## src/design/bba_pkg.sv

```systemverilog
`default_nettype none
package bba_pkg;

  localparam int WORD_BITS   = 32;
  localparam int BIT_W       = 5;
  localparam int POOL_BLOCKS = 128;

  localparam logic [1:0] OP_ALLOC   = 2'd0;
  localparam logic [1:0] OP_RELEASE = 2'd1;
  localparam logic [1:0] OP_RETAIN  = 2'd2;

  localparam logic [1:0] ST_OK     = 2'd0;
  localparam logic [1:0] ST_EMPTY  = 2'd1;
  localparam logic [1:0] ST_NALLOC = 2'd2;

  typedef enum logic [2:0] {
    S_IDLE,
    S_SCAN,
    S_CHECK,
    S_UPDATE,
    S_DONE
  } bba_state_t;

  typedef struct packed {
    logic [1:0] opcode;
    logic [6:0] block_index;
  } bba_in_t;

  typedef struct packed {
    logic [1:0] status;
    logic [6:0] granted_block;
    logic       block_freed;
    logic [7:0] blocks_in_use;
    logic [7:0] peak_in_use;
  } bba_out_t;

  // highest set bit, binary search over halves
  function automatic logic [BIT_W-1:0] bba_top_bit(input logic [WORD_BITS-1:0] w);
    logic [15:0]      h;
    logic [7:0]       q;
    logic [3:0]       e;
    logic [1:0]       t;
    logic [BIT_W-1:0] r;
    r[4] = |w[31:16];
    h    = r[4] ? w[31:16] : w[15:0];
    r[3] = |h[15:8];
    q    = r[3] ? h[15:8] : h[7:0];
    r[2] = |q[7:4];
    e    = r[2] ? q[7:4] : q[3:0];
    r[1] = |e[3:2];
    t    = r[1] ? e[3:2] : e[1:0];
    r[0] = t[1];
    return r;
  endfunction

endpackage
`default_nettype wire

```

## src/design/bba_refcnt_ram.sv

```systemverilog
`default_nettype none
module bba_refcnt_ram #(
  parameter int DEPTH = 128,
  parameter int WIDTH = 8
) (
  input  wire logic                     clk,
  input  wire logic                     we,
  input  wire logic [$clog2(DEPTH)-1:0] waddr,
  input  wire logic [WIDTH-1:0]         wdata,
  input  wire logic [$clog2(DEPTH)-1:0] raddr,
  output logic      [WIDTH-1:0]         rdata
);

  logic [WIDTH-1:0] mem [DEPTH];

  always_ff @(posedge clk) begin
    if (we) begin
      mem[waddr] <= wdata;
    end
    rdata <= mem[raddr];
  end

endmodule
`default_nettype wire

```

## src/design/bba_bitmap.sv

```systemverilog
`default_nettype none
module bba_bitmap
  import bba_pkg::*;
#(
  parameter int POOL_BLOCKS = 128,
  parameter int NUM_WORDS   = 4,
  parameter int WI          = 2
) (
  input  wire logic                 clk,
  input  wire logic                 rst_n,
  input  wire logic [WI-1:0]        idx,
  input  wire logic                 set_en,
  input  wire logic                 clr_en,
  input  wire logic [BIT_W-1:0]     bit_idx,
  output logic      [WORD_BITS-1:0] word,
  output logic                      word_nz,
  output logic      [BIT_W-1:0]     top_bit
);

  logic [WORD_BITS-1:0] bitmap_r [NUM_WORDS];
  logic [WORD_BITS-1:0] mask;

  function automatic logic [WORD_BITS-1:0] reset_word(input int w);
    logic [WORD_BITS-1:0] r;
    for (int b = 0; b < WORD_BITS; b++) begin
      r[b] = (w * WORD_BITS + b) < POOL_BLOCKS;
    end
    return r;
  endfunction

  assign word    = bitmap_r[idx];
  assign word_nz = |word;
  assign top_bit = bba_top_bit(word);
  assign mask    = WORD_BITS'(1) << bit_idx;

  always_ff @(posedge clk) begin
    if (!rst_n) begin
      for (int w = 0; w < NUM_WORDS; w++) begin
        bitmap_r[w] <= reset_word(w);
      end
    end else if (set_en) begin
      bitmap_r[idx] <= word | mask;
    end else if (clr_en) begin
      bitmap_r[idx] <= word & ~mask;
    end
  end

endmodule
`default_nettype wire

```

## src/design/bitmap_block_allocator_refcount_core.sv

```systemverilog
`default_nettype none
// Block allocator with per-block reference counts.
// Input channel (in_valid/in_ready/in_data) takes one word per operation:
// allocate, release or retain. Result channel (out_valid/out_ready/out_data)
// returns exactly one word per operation, in order.
// in_ready is high only while the sequencer is idle; one operation is worked
// at a time. Allocate scans the free bitmap one 32-bit word per cycle from
// the hint word. Release and retain check the bitmap (a block that is not
// allocated is answered as such), then read the reference count RAM
// (registered read) and write back the changed count; a release of the last
// reference frees the block instead. Other opcodes answer ok.
// The result sits in an output register; while the receiver stalls the
// block still takes the next operation and finishes it, then holds in its
// final step until the output register frees up.
// Reset (synchronous, rst_n low) marks every block free, clears the hint,
// in-use and peak counts, and empties the output register. Reference counts
// are not cleared; a count is written on allocate before it is ever read.
module bitmap_block_allocator_refcount_core
  import bba_pkg::*;
#(
  parameter int REF_COUNT_BITS = 8
) (
  input  wire logic     clk,
  input  wire logic     rst_n,
  input  wire logic     in_valid,
  output logic          in_ready,
  input  wire bba_in_t  in_data,
  output logic          out_valid,
  input  wire logic     out_ready,
  output bba_out_t      out_data
);

  localparam int NUM_WORDS = (POOL_BLOCKS + WORD_BITS - 1) / WORD_BITS;
  localparam int WI        = (NUM_WORDS > 1) ? $clog2(NUM_WORDS) : 1;
  localparam int HW        = $clog2(NUM_WORDS + 1);
  localparam int BW        = $clog2(POOL_BLOCKS);
  localparam int CW        = $clog2(POOL_BLOCKS + 1);
  localparam int RW        = REF_COUNT_BITS;
  localparam logic [RW-1:0] REF_MAX = '1;

  bba_state_t      state_r, state_nxt;
  logic [1:0]      op_r, op_nxt;
  logic [6:0]      blk_r, blk_nxt;
  logic [HW-1:0]   ptr_r, ptr_nxt;
  logic [HW-1:0]   hint_r, hint_nxt;
  logic [CW-1:0]   in_use_r, in_use_nxt;
  logic [CW-1:0]   peak_r, peak_nxt;
  logic [1:0]      status_r, status_nxt;
  logic [6:0]      granted_r, granted_nxt;
  logic            freed_r, freed_nxt;
  logic            out_valid_r, out_valid_nxt;
  bba_out_t        out_data_r, out_data_nxt;

  logic [WI-1:0]        bm_idx;
  logic                 bm_set, bm_clr;
  logic [BIT_W-1:0]     bm_bit;
  logic [WORD_BITS-1:0] bm_word;
  logic                 bm_nz;
  logic [BIT_W-1:0]     bm_top;

  logic          ram_we;
  logic [BW-1:0] ram_waddr;
  logic [RW-1:0] ram_wdata;
  logic [RW-1:0] ram_rdata;

  logic                 out_load;
  logic                 blk_in_pool;
  logic [WI-1:0]        blk_w;
  logic [WI+BIT_W-1:0]  num;
  logic [WORD_BITS-1:0] word_left;
  logic [CW-1:0]        in_use_inc;

  bba_bitmap #(
    .POOL_BLOCKS(POOL_BLOCKS),
    .NUM_WORDS  (NUM_WORDS),
    .WI         (WI)
  ) u_bitmap (
    .clk    (clk),
    .rst_n  (rst_n),
    .idx    (bm_idx),
    .set_en (bm_set),
    .clr_en (bm_clr),
    .bit_idx(bm_bit),
    .word   (bm_word),
    .word_nz(bm_nz),
    .top_bit(bm_top)
  );

  bba_refcnt_ram #(
    .DEPTH(POOL_BLOCKS),
    .WIDTH(RW)
  ) u_refcnt (
    .clk  (clk),
    .we   (ram_we),
    .waddr(ram_waddr),
    .wdata(ram_wdata),
    .raddr(BW'(blk_r)),
    .rdata(ram_rdata)
  );

  assign in_ready    = (state_r == S_IDLE);
  assign out_valid   = out_valid_r;
  assign out_data    = out_data_r;
  assign blk_in_pool = 32'(blk_r) < 32'(POOL_BLOCKS);
  assign blk_w       = WI'(blk_r[6:5]);
  assign num         = {ptr_r[WI-1:0], bm_top};
  assign word_left   = bm_word & ~(WORD_BITS'(1) << bm_top);
  assign in_use_inc  = in_use_r + 1'b1;
  assign out_load    = (state_r == S_DONE) && (!out_valid_r || out_ready);

  always_ff @(posedge clk) begin
    if (!rst_n) begin
      state_r     <= S_IDLE;
      hint_r      <= '0;
      in_use_r    <= '0;
      peak_r      <= '0;
      out_valid_r <= 1'b0;
    end else begin
      state_r     <= state_nxt;
      hint_r      <= hint_nxt;
      in_use_r    <= in_use_nxt;
      peak_r      <= peak_nxt;
      out_valid_r <= out_valid_nxt;
    end
  end

  always_ff @(posedge clk) begin
    op_r       <= op_nxt;
    blk_r      <= blk_nxt;
    ptr_r      <= ptr_nxt;
    status_r   <= status_nxt;
    granted_r  <= granted_nxt;
    freed_r    <= freed_nxt;
    out_data_r <= out_data_nxt;
  end

  always_comb begin
    state_nxt     = state_r;
    op_nxt        = op_r;
    blk_nxt       = blk_r;
    ptr_nxt       = ptr_r;
    hint_nxt      = hint_r;
    in_use_nxt    = in_use_r;
    peak_nxt      = peak_r;
    status_nxt    = status_r;
    granted_nxt   = granted_r;
    freed_nxt     = freed_r;
    out_valid_nxt = out_valid_r && !out_ready;
    out_data_nxt  = out_data_r;
    bm_idx        = ptr_r[WI-1:0];
    bm_set        = 1'b0;
    bm_clr        = 1'b0;
    bm_bit        = bm_top;
    ram_we        = 1'b0;
    ram_waddr     = BW'(num);
    ram_wdata     = RW'(1);

    unique case (state_r)
      S_IDLE: begin
        if (in_valid) begin
          op_nxt      = in_data.opcode;
          blk_nxt     = in_data.block_index;
          ptr_nxt     = hint_r;
          status_nxt  = ST_OK;
          granted_nxt = '0;
          freed_nxt   = 1'b0;
          unique case (in_data.opcode)
            OP_ALLOC:   state_nxt = S_SCAN;
            OP_RELEASE: state_nxt = S_CHECK;
            OP_RETAIN:  state_nxt = S_CHECK;
            default:    state_nxt = S_DONE;
          endcase
        end
      end
      S_SCAN: begin
        if (ptr_r >= HW'(NUM_WORDS)) begin
          status_nxt = ST_EMPTY;
          state_nxt  = S_DONE;
        end else if (bm_nz) begin
          bm_clr      = 1'b1;
          ram_we      = 1'b1;
          granted_nxt = 7'(num);
          hint_nxt    = (word_left == '0) ? ptr_r + 1'b1 : ptr_r;
          in_use_nxt  = in_use_inc;
          if (in_use_inc > peak_r) begin
            peak_nxt = in_use_inc;
          end
          state_nxt = S_DONE;
        end else begin
          ptr_nxt = ptr_r + 1'b1;
        end
      end
      S_CHECK: begin
        bm_idx = blk_w;
        if (!blk_in_pool || bm_word[blk_r[4:0]]) begin
          status_nxt = ST_NALLOC;
          state_nxt  = S_DONE;
        end else begin
          state_nxt = S_UPDATE;
        end
      end
      S_UPDATE: begin
        bm_idx    = blk_w;
        bm_bit    = blk_r[4:0];
        ram_waddr = BW'(blk_r);
        if (op_r == OP_RETAIN) begin
          ram_we    = (ram_rdata != REF_MAX);
          ram_wdata = ram_rdata + 1'b1;
        end else if (ram_rdata > RW'(1)) begin
          ram_we    = 1'b1;
          ram_wdata = ram_rdata - 1'b1;
        end else begin
          bm_set    = 1'b1;
          freed_nxt = 1'b1;
          if (HW'(blk_w) < hint_r) begin
            hint_nxt = HW'(blk_w);
          end
          if (in_use_r != '0) begin
            in_use_nxt = in_use_r - 1'b1;
          end
        end
        state_nxt = S_DONE;
      end
      S_DONE: begin
        if (out_load) begin
          out_valid_nxt              = 1'b1;
          out_data_nxt.status        = status_r;
          out_data_nxt.granted_block = granted_r;
          out_data_nxt.block_freed   = freed_r;
          out_data_nxt.blocks_in_use = 8'(in_use_r);
          out_data_nxt.peak_in_use   = 8'(peak_r);
          state_nxt                  = S_IDLE;
        end
      end
      default: state_nxt = S_IDLE;
    endcase
  end

  a_in_use_bound: assert property (@(posedge clk) disable iff (!rst_n)
    32'(in_use_r) <= 32'(POOL_BLOCKS))
    else $error("in-use count above pool size");

  a_peak_covers: assert property (@(posedge clk) disable iff (!rst_n)
    peak_r >= in_use_r)
    else $error("peak below in-use count");

  a_hint_bound: assert property (@(posedge clk) disable iff (!rst_n)
    32'(hint_r) <= 32'(NUM_WORDS))
    else $error("hint beyond bitmap");

  a_busy_after_accept: assert property (@(posedge clk) disable iff (!rst_n)
    (in_valid && in_ready) |=> !in_ready)
    else $error("accepted a word while one is in flight");

  a_load_shows: assert property (@(posedge clk) disable iff (!rst_n)
    out_load |=> out_valid)
    else $error("result load lost");

endmodule
`default_nettype wire
```

## config.mk

```make
export PLATFORM = sky130hd
export DESIGN_NAME = bitmap_block_allocator_refcount_core
export DESIGN_NICKNAME = d
export VERILOG_FILES = /design/src/design/bba_pkg.sv /design/src/design/bba_refcnt_ram.sv /design/src/design/bba_bitmap.sv /design/src/design/bitmap_block_allocator_refcount_core.sv
export SDC_FILE = /design/constraint.sdc
export NUM_CORES = 1
export LEC_CHECK = 0
export ABC_AREA = 0
export BUFFER_PORTS_ARGS = -buffer_cell sky130_fd_sc_hd__buf_4
export CORE_MARGIN = 2
export CORE_UTILIZATION = 30
export CTS_BUF_LIST = sky130_fd_sc_hd__clkbuf_8
export CTS_CLUSTER_SIZE = 16
export DETAILED_ROUTE_END_ITERATION = 10
export GPL_ROUTABILITY_DRIVEN = 0
export PLACE_DENSITY = 0.44
export SLEW_MARGIN = 5
export SYNTH_ARGS = -nofsm -noshare
export SYNTH_HDL_FRONTEND = slang
export SYNTH_SLANG_ARGS = --single-unit
```

## constraint.sdc

```tcl
create_clock -name clk -period 16.9 [get_ports clk]
set_clock_uncertainty 0.05 [all_clocks]
set_input_delay 3.38 -clock clk [delete_from_list [all_inputs] [get_ports clk]]
set_output_delay 3.38 -clock clk [all_outputs]
set_load 0.02 [all_outputs]
```

# Yosys cells after proc, flatten, opt, wreduce, memory -nomap -nowiden

Memory sizes are Yosys's and may differ from the RTL's. A register that Yosys moved wholly into a read port is not among the register bits.
Index checks and enable logic that the tools add are counted.

$add $sub $neg: 5
Magnitude comparators: 5
Equality and inequality tests: 20
Shift operators: 2
Mux-type cells: 73
Bitwise gates (word level): 7
Reduce and logical (&&, ||, !) cells: 31

Operator list:

| kind                                                                 | number |
|---|---|
| 8-bit two-way mux                                                    | 9 |
| 32-bit bitwise AND                                                   | 2 |
| 32-bit two-way mux                                                   | 2 |
| 32-bit inverter                                                      | 2 |
| 32-bit OR reduction                                                  | 2 |
| 1-bit by 5-bit << shifter with 32-bit output, first input constant   | 2 |
| 3-bit two-way mux                                                    | 14 |
| 32-bit logical NOT                                                   | 1 |
| 32-bit bitwise OR                                                    | 1 |
| 7-bit two-way mux                                                    | 4 |
| 1-bit two-way mux                                                    | 25 |
| 2-bit inequality test, second input constant                         | 11 |
| 4-bit AND reduction                                                  | 5 |
| 3-bit one-hot mux with 2 select lines                                | 3 |
| 8-bit by 1-bit adder with 8-bit output, second input constant        | 2 |
| 16-bit two-way mux                                                   | 1 |
| 8-bit one-hot mux with 2 select lines                                | 1 |
| 16-bit OR reduction                                                  | 1 |
| 8-bit by 1-bit subtractor with 8-bit output, second input constant   | 2 |
| 3-bit one-hot mux with 5 select lines                                | 1 |
| 7-bit one-hot mux with 2 select lines                                | 1 |
| 2-bit two-way mux                                                    | 6 |
| 6-bit AND reduction                                                  | 2 |
| 8-bit by 1-bit > comparator with 1-bit output, second input constant | 1 |
| 32 further kinds                                                     | 42 |

Flip-flop bits (word level): 71
RAM bits: 1152
Input port bits: 13
Output and inout bits: 28
Memories: 2

Memories:

| memory            | depth | bits a word | read ports | clocked after memory_dff | wr ports | RTL line             | RTL |
|---|---|---|---|---|---|---|---|
| u_refcnt.mem      | 128   | 8           | 1          | 1                        | 1        | bba_refcnt_ram.sv:14 | `logic [WIDTH-1:0] mem [DEPTH];` |
| u_bitmap.bitmap_r | 4     | 32          | 1          | 0                        | 4        | bba_bitmap.sv:20     | `logic [WORD_BITS-1:0] bitmap_r [NUM_WORDS];` |

# Logic depth before layout (Yosys ltp)

Gate-level depths: netlist of run 1.
An unclocked memory read counts as a cell.

Depth after elaboration: 20
Depth in mapped cells: 19

# Cells and area by module

A second synthesis of run 1 with hierarchy kept.

Cell total of the unflattened synthesis: 2545
Area total of the unflattened synthesis: 50179.4 um2

By module, submodules not included:

| module                               | times used | cells an instance | area each (um2) |
|---|---|---|---|
| bba_refcnt_ram                       | 1          | 1635              | 39665.5 |
| bba_bitmap                           | 1          | 460               | 6157.2 |
| bitmap_block_allocator_refcount_core | 1          | 450               | 4356.7 |

# Least setup slack after synthesis of run 1

Ideal clock, no wire load.

Kind: register to register
Start: register u_refcnt.rdata[0], read port of u_refcnt.mem
End: memory u_refcnt.mem[0][5], data pin
Arrival time: 6.607 ns
Data required time: 15.621 ns
Path slack: 9.014 ns
Cell stages (with the launch flop): 8
Buffers on the path: 0
Clock period less this slack: 7.886 ns
Path through: dfxtp_1 > inv_1 > ha_1 > nor2_1 > nor3_1 > o41ai_1 > nor2_1 > a211oi_1

Cells in the longest elaborated chain, start to end: 4

Ends and longest elaborated chain:

| element                                                                                                      | RTL line                                                                                 | RTL |
|---|---|---|
| from (decl)                                                                                                  | bba_refcnt_ram.sv:11                                                                     | `output logic [WIDTH-1:0] rdata` |
| 8-bit by 1-bit subtractor with 8-bit output or 8-bit by 1-bit > comparator with 1-bit output (tied branches) | bitmap_block_allocator_refcount_core.sv:211, bitmap_block_allocator_refcount_core.sv:209 |  |
| 8-bit two-way mux                                                                                            | bitmap_block_allocator_refcount_core.sv:209                                              | `end else if (ram_rdata > RW'(1)) begin` |
| 8-bit two-way mux (*)                                                                                        | bitmap_block_allocator_refcount_core.sv:206                                              | `if (op_r == OP_RETAIN) begin` |
| 8-bit two-way mux (*)                                                                                        | bitmap_block_allocator_refcount_core.sv:158                                              | `unique case (state_r)` |
| net ram_wdata[5]                                                                                             | bitmap_block_allocator_refcount_core.sv:63                                               | `logic [RW-1:0] ram_wdata;` |
| to (decl)                                                                                                    | bba_refcnt_ram.sv:14                                                                     |  |

The timed path passes the listed nets; every way through them passes the cells marked *.

# Final worst setup path of run 1

Start: register blk_r[6]
End: memory u_refcnt.mem[50][2], enable pin

Cells in the longest elaborated chain, start to end: 11

Ends and longest elaborated chain:

| element                | RTL line                                    | RTL |
|---|---|---|
| from (decl)            | bitmap_block_allocator_refcount_core.sv:43  | `logic [6:0] blk_r, blk_nxt;` |
| from (signal assigned) | bitmap_block_allocator_refcount_core.sv:129 | `blk_r <= blk_nxt;` |
| 2-bit two-way mux      | bitmap_block_allocator_refcount_core.sv:158 |  |
| memory read 4 x 32 bit | n/a                                         |  |
| 16-bit OR reduction    | bba_pkg.sv:44                               | `r[4] = \|w[31:16];` |
| 16-bit two-way mux     | bba_pkg.sv:45                               | `h = r[4] ? w[31:16] : w[15:0];` |
| 8-bit OR reduction     | bba_pkg.sv:46                               | `r[3] = \|h[15:8];` |
| 8-bit two-way mux      | bba_pkg.sv:47                               | `q = r[3] ? h[15:8] : h[7:0];` |
| 4-bit OR reduction     | bba_pkg.sv:48                               | `r[2] = \|q[7:4];` |
| 4-bit two-way mux      | bba_pkg.sv:49                               | `e = r[2] ? q[7:4] : q[3:0];` |
| 2-bit OR reduction     | bba_pkg.sv:50                               | `r[1] = \|e[3:2];` |
| 2-bit two-way mux      | bba_pkg.sv:51                               | `t = r[1] ? e[3:2] : e[1:0];` |
| 7-bit two-way mux      | bitmap_block_allocator_refcount_core.sv:158 |  |

Several ways; a longest one is shown, not always the timed one.

==> metrics.txt, run 1 <==
CTS sink cnt=1231; clock share of power=around 39%; # port buffers=40; Worst EP arrival=~7.6 ns; Worst Path Max Fanout=44; vias in the first global route=28362; r2r endpoint=u_refcnt.mem[50][2]$_DFFE_PP_; CTS tree=yes; Yosys top cell by area=edfxtp_1; worst reg2reg setup slack=9.73 ns; clk_lat worst skew=0.91 ns; residual antenna-violating net count after detailed routing=0; Hold WS=0.370 ns; Chip Height=approximately 420 um; Final #Nets=2907; DR iter-0 viols=2651; Pre-antenna DRT Iters=6; maximum clock rate=between 0.1 and 0.15 GHz; Worst Hold End=out_data[22]$_DFFE_PP_; final core utilization=34.4%; worst vdd ir=0.0619 mV; Min-Delay Startpoint=granted_r[5]$_SDFFCE_PN0P_; Yosys top cell area share=70.4%; Core Box Area=about 170000 um2; total negative slack=0 ns; Seq cells post-synth=1231; Final Cycle Share=42.4%; global-route wire length before repair=slightly above 200 mm; synthesized instance count=roughly 2700; Vias/cell=5.13; initial antenna violation count=7; final hold vios=0; Resized cells post-CTS=0; synthesized area per cell=18.9 um2; RR Startpoint=blk_r[6]$_DFFE_PP_; internal power=between 4000 and 5000 uW; die area=about 170000 um2; Sequential Power Share=between 50% and 60%; Slew headroom=25.7%; most numerous cell in the Yosys netlist=edfxtp_1; Die Wd=417 um; Switching Power=1580 uW; ys async rst share=0%; total power draw=6490 uW; outcome=finished clean; pin count of the biggest net entering global routing=149; Slew Limit Fails=0; critical path required time=17.35 ns; HPWL Detailed=89.8 mm; sw frac=between 20% and 30%; DR WL/cell=27.2 um; Worst R2R Path Depth=12; Worst Max-Slew Pin Slew=1.11 ns; CP Capture Type=register; layout cells sized above 1=26.0%; TritonCTS Buffers=207; Area Growth Syn to Fin=13.8%; Netlist cell types=84; unrepaired setup endpoints after global routing=no; critical path class=reg2reg; # IOs=41; Comb pwr share=7.6%; vias=around 27000; GRT overflow=0; final setup violation count=0; Post-CTS Setup Bufs=0; htree depth=4; WHS Path Cells=0; Worst-path clk slew=0.06 ns; max_cap viols=0; Main synth FF type=edfxtp_1; PD cells=111 nW/um2; sequential area share after synthesis=between 70% and 80%; Site Rows=~150; syn_nets=2746; final wirelength=roughly 140 mm; top cells by area, synth=edfxtp_1 (70%), mux4_2 (16%), nor2_1 (1.9%); Hold Crit Class=reg2reg; Yosys Warn Count=0; GRT Util Overall=approximately 16%; EDFF count, synth=1200; Hold-fix buffers, CTS=0; number of remaining DRC errors=0; static leakage=0.0173 uW; Max Buffers Root-to-Sink=3; Cell Area, Synth=51200 um2; minimum clock period=a little over 7 ns; root buf cell=clkbuf_8; Critical Path Source Type=register; initial core utilization=a little over 30%; commonest cells in the netlist=edfxtp_1 (1200), mux4_2 (372), nor2_1 (255)
[area by class of cell]
class / instances / area, um2
clock buffers: 209 / 2880
clock inverters: 174 / 1090
inverters: 31 / 116
multi-input cells: 1304 / 13900
repair buffers: 100 / 776
flip-flops and latches: 1231 / 36700
fillers: 15847 / 111000
diodes: 2 / 5.00
well taps: 2218 / 2780
[stage by stage]
stage,worst slack [ns],cell area [um2],instances
detailed placement,9.99,54300,4884
finish,9.73,58200,5269
global route,9.32,58200,5268
global placement,9.87,54300,4884
floorplan,9.01,51200,2714
CTS,9.96,58200,5267
[worst max-delay path, cell delays in order, from the launching register on]
cell and delay [ns]:
edfxtp_1 0.77, nand3b_1 0.36, o21ai_4 0.12, buf_4 0.56, mux2i_1 0.74, nand4_1 0.65, nor2_1 0.77, a221o_1 0.27
a211o_1 0.25, nand4_1 0.34, nand2_1 0.56, nand2_1 0.46, nor2_1 0.79
[placed cells by master (no fill, tap or decap), types with 6 or more instances in the layout]
master        n
a211oi_1      9
a21o_1       10
a21oi_1      46
a31oi_1       7
and3_1        6
buf_4        98
bufinv_16    10
clkbuf_8    209
clkinv_1     58
clkinv_2     29
dfxtp_1      31
edfxtp_1   1200
ha_1         19
inv_1        91
mux2_2       18
mux2i_1      87
mux4_2      372
nand2_1     215
nand2b_1      9
nand3_1      25
nand4_1       7
nor2_1      249
nor3_1       19
nor4_1       11
o211ai_1     10
o21a_1        8
o21ai_0      28
o31ai_1       7
or3_1        10
xnor2_1      10
[how the worst max path moves through the flow]
stage,slack (ns),startpoint,cells after the start,to
2_1_floorplan,9.01,u_refcnt.rdata[0]$_DFF_P_,7,u_refcnt.mem[0][5]$_DFFE_PP_
3_3_place_gp,9.87,blk_r[6]$_DFFE_PP_,11,u_refcnt.mem[58][0]$_DFFE_PP_
3_5_place_dp,9.99,blk_r[6]$_DFFE_PP_,12,u_refcnt.mem[104][3]$_DFFE_PP_
4_1_cts,9.96,blk_r[6]$_DFFE_PP_,12,u_refcnt.mem[104][0]$_DFFE_PP_
5_1_grt,9.32,blk_r[6]$_DFFE_PP_,12,u_refcnt.mem[104][0]$_DFFE_PP_
6_report,9.73,blk_r[6]$_DFFE_PP_,12,u_refcnt.mem[50][2]$_DFFE_PP_
[state kept, by name, summed over array words and instances (netlist names)]
name               flops
u_refcnt.mem        1024
u_bitmap.bitmap_r    128
out_data              26
in_use_r               8
peak_r                 8
u_refcnt.rdata         8
blk_r                  7
granted_r              7
hint_r                 3
ptr_r                  3
state_r                3
op_r                   2
status_r               2
freed_r                1
out_valid              1
[cells by family after synthesis]
logic type | share of synthesized area [%]
mux | 18.6
xor+xnor | 0.205
compound gates | 2.76
simple gates | 4.91
flops | 71.6
fa+ha+maj | 0.464
buf+inv | 1.45
[layer usage]
layer	part of all wire, %	track usage, %	vias up
met1	44	22.5	14401
met4	2.7	5.08	0
met5	0	0	-
li1	-	-	11423
met2	48	26.4	950
met3	5.5	3.01	271
[power groups by stage]
stage / clock, uW / sequential (uW) / combinational (uW)
finish: 2560 / 3440 / 496
global route: 2770 / 3440 / 531
CTS: 2650 / 3440 / 511
detailed placement: 0 / 3500 / 510
global placement: 0 / 3500 / 504
floorplan: 0 / 3510 / 307
Note: power is estimated with default switching activity, not from simulation.
==> run 2: changes to the inputs <==
--- a/config.mk
+++ b/config.mk
@@ -5,7 +5,7 @@
 export SDC_FILE = /design/constraint.sdc
 export NUM_CORES = 1
 export LEC_CHECK = 0
-export ABC_AREA = 0
+export ABC_AREA = 1
 export BUFFER_PORTS_ARGS = -buffer_cell sky130_fd_sc_hd__buf_4
 export CORE_MARGIN = 2
 export CORE_UTILIZATION = 30
@@ -13,7 +13,7 @@
 export CTS_CLUSTER_SIZE = 16
 export DETAILED_ROUTE_END_ITERATION = 10
 export GPL_ROUTABILITY_DRIVEN = 0
-export PLACE_DENSITY = 0.44
+export PLACE_DENSITY = 0.45
 export SLEW_MARGIN = 5
 export SYNTH_ARGS = -nofsm -noshare
 export SYNTH_HDL_FRONTEND = slang
==> constraint.sdc (replaced) <==
create_clock -name clk -period 5.9 [get_ports clk]
set_clock_uncertainty 0.05 [all_clocks]
set_input_delay 1.18 -clock clk [delete_from_list [all_inputs] [get_ports clk]]
set_output_delay 1.18 -clock clk [all_outputs]
set_load 0.02 [all_outputs]
==> metrics.txt, run 2 <==
Worst Hold End=blk_r[1]$_DFFE_PP_; outcome=finished clean; Cell Area, Synth=51800 um2 (+1.3%); worst vdd ir=0.176 mV (+180%); DR iter-0 viols=3828 (+44%); global-route wire length before repair=251 mm (+22%); most numerous cell in the Yosys netlist=edfxtp_1; root buf cell=clkbuf_8; EDFF count, synth=1200 (unchanged); Area Growth Syn to Fin=14.6%; clock share of power=36.4% (-3.0 points); synthesized area per cell=11.6 um2 (-38%); Fill cells=17066 (+7.7%); Yosys top cell by area=edfxtp_1; worst reg2reg setup slack=0.28 ns (-9.46 ns); Worst path slowest cell=nor2_1; Comb pwr share=14.5% (+6.9 points); CP peak stage delay=0.67 ns (-0.12 ns); critical path required time=6.42 ns (-10.93 ns); vias=36056 (+33%); htree depth=4 (unchanged); sw frac=29.3% (+4.9 points); Final Cycle Share=95.3% (+53 points); # IOs=41 (unchanged); die area=176000 um2 (+1.3%); static leakage=0.0186 uW (+7.8%); commonest cells in the netlist=edfxtp_1 (1200), nor2_1 (885), o21ai_0 (709); Yosys Warn Count=0 (unchanged); CTS sink cnt=1231 (unchanged); CP dominant cell by count=nor2_1; GRT Util Overall=19.4% (+3.0 points); r2r endpoint=u_refcnt.mem[5][4]$_DFFE_PP_; final setup violation count=0 (unchanged); pin count of the biggest net entering global routing=210 (+41%); synthesized instance count=4450 (+64%); Netlist cell types=47 (-44%); number of remaining DRC errors=0 (unchanged); sequential area share after synthesis=70.7% (-0.90 points); total negative slack=0 ns (unchanged); # port buffers=40 (unchanged); Min-Delay Startpoint=in_data[1]; clk_lat worst skew=0.99 ns (+0.08 ns); critical-path cell list=nor2_1 -> nand2_2 -> buf_4 -> nand3_2 -> nand2_2 -> buf_4 -> nor2_4 -> buf_4 -> a22oi_1 -> nand2_1 -> inv_1 -> nand3_1 -> nor4_1 -> nand3_1 -> nor2_1 -> a21oi_1 -> o311ai_2 -> nor2_1 -> inv_2 -> o21ai_0 -> nand3_1 -> buf_12 -> nor2_1; adder-cell share of the synthesized area=0.459% (-0.0059 points); Synth Area in Simple Gates=11.6% (+6.7 points); Worst-path clk slew=0.06 ns (about the same); minimum clock period=5.62 ns (-1.54 ns); maximum clock rate=0.178 GHz (+27%); Slew Limit Fails=0 (unchanged); Switching Power=5770 uW (+260%); Critical Path Source Type=register; Chip Height=420 um (+0.63%); layout cells sized above 1=13.2% (-13 points); Worst EP arrival=6.14 ns (-1.48 ns); CP top delay family=simple AND/OR/NAND/NOR gates; Worst Path Max Fanout=32 (-27%); most frequent cells in the layout=edfxtp_1 (1200), nor2_1 (797), o21ai_0 (705); RR Startpoint=state_r[0]$_SDFFE_PN0P_; WHS Path Cells=1 (+1); CP Capture Type=register; Site Rows=152 (+0.66%); DR WL/cell=24.6 um (-9.5%); Slew headroom=14.4% (-11 points); mux contribution to synthesized area=0% (-19 points); DP Area=55300 um2 (+1.9%); PD cells=331 nW/um2 (+200%); Hold-fix buffers, CTS=0 (unchanged); TritonCTS Buffers=208 (+0.48%); max_cap viols=0 (unchanged); post-synthesis xor/xnor area fraction=0.270% (+0.065 points); final wirelength=173 mm (+21%); final hold vios=0 (unchanged); Worst Max-Slew Pin Slew=1.27 ns (+0.154 ns); most flop-heavy register=u_refcnt.mem; FF+latch area=36700 um2 (unchanged); top cells by area, synth=edfxtp_1 (70%), o21ai_0 (6.8%), nor2_1 (6.4%); multi-input combinational cell area=13500 um2 (-2.9%); Die Wd=420 um (+0.63%); post-route cell area=59400 um2 (+2.0%); Vias/cell=5.13 (about the same); max reg flops=1024 (unchanged); Main synth FF type=edfxtp_1; Worst R2R Path Depth=23 (+11); unrepaired setup endpoints after global routing=yes; ys async rst share=0% (unchanged); Pre-antenna DRT Iters=6 (unchanged); buffers and inverters on the worst path=6 (+5); initial antenna violation count=4 (-3); HPWL Detailed=104 mm (+16%); initial core utilization=30.2% (about the same); critical path class=reg2reg; GRT overflow=0 (unchanged); internal power=13900 uW (+180%); Sequential Power Share=49.1% (-3.8 points); Hold Crit Class=in2reg; Seq cells post-synth=1231 (unchanged); commonest non-fill, non-tap cell in the layout=edfxtp_1; syn_nets=4482 (+63%); Final #Nets=4582 (+58%); vias in the first global route=35332 (+25%); compound-cell area share of the yosys netlist=13.1% (+10 points); largest family of logic cells by synthesized area=compound AO/OA/AOI/OAI gates; residual antenna-violating net count after detailed routing=0 (unchanged); Core Box Area=172000 um2 (+1.3%); Max Buffers Root-to-Sink=3 (unchanged); Yosys top cell area share=69.5% (-0.89 points); CTS tree=yes
[run 2: per-layer routing]
| layer | global-route usage [%] | wire length [um] | vias up |
|---|---|---|---|
| met2 | 30.3 | 78400 | 1260 |
| met4 | 5.93 | 4950 | 2 |
| met1 | 27.3 | 77900 | 18208 |
| li1 | - | - | 16332 |
| met3 | 3.62 | 11300 | 254 |
| met5 | 0 | 10 | - |
[run 2: power by group through the flow]
stage	Sequential, uW	Clock [uW]	Combinational (uW)
4_1_cts	9650	7350	2830
3_3_place_gp	9830	0	2840
2_1_floorplan	9820	0	1670
5_1_grt	9650	7710	3090
3_5_place_dp	9830	0	2820
6_report	9650	7160	2850
[run 2: cells by family (layout without fill, tap and decap cells)]
kind of cell / after synthesis / after routing
simple gates: 1469 / 1469
flops: 1231 / 1231
compound gates: 1200 / 1200
buf+inv: 515 / 775
fa+ha+maj: 19 / 19
xor+xnor: 16 / 16
other cells: 0 / 2
[run 2: stage by stage]
step	setup WS [ns]	utilization, %	hold WS [ns]	cells	total power, uW
after global routing	-0.0971	34.6	0.304	7021	20500
after CTS	0.0986	34.4	0.263	7018	19800
final	0.275	34.6	0.358	7022	19700
after global placement	0.126	32.2	0.375	6648	12700
after detailed placement	0.0935	32.2	0.381	6648	12700
after floorplan	-1.45	-	0.350	4450	11500
[run 2: how the worst max path moves through the flow]
stage	endpoint	cells past startpoint	slack [ns]	start
2_1_floorplan	u_refcnt.mem[0][3]$_DFFE_PP_	7	-1.45	u_refcnt.rdata[0]$_DFF_P_
3_3_place_gp	u_refcnt.mem[80][6]$_DFFE_PP_	29	0.13	state_r[0]$_SDFFE_PN0P_
3_5_place_dp	u_refcnt.mem[80][3]$_DFFE_PP_	29	0.09	state_r[0]$_SDFFE_PN0P_
4_1_cts	u_refcnt.mem[80][7]$_DFFE_PP_	29	0.1	state_r[0]$_SDFFE_PN0P_
5_1_grt	u_refcnt.mem[5][4]$_DFFE_PP_	23	-0.1	state_r[0]$_SDFFE_PN0P_
6_report	u_refcnt.mem[5][4]$_DFFE_PP_	23	0.28	state_r[0]$_SDFFE_PN0P_
[run 2: repair_timing]
action                     CTS  global route
buffers inserted             0             2
setup endpoints to repair    0          1118
resized for setup            0            94
[run 2: final cells by class]
type / instances / share of cell area (%)
multi-input cells: 2704 / 22.8
diodes: 2 / 0.00843
clock inverters: 155 / 1.42
clock buffers: 215 / 4.98
inverters: 226 / 1.47
well taps: 2310 / 4.87
repair buffers: 179 / 2.75
flip-flops and latches: 1231 / 61.7
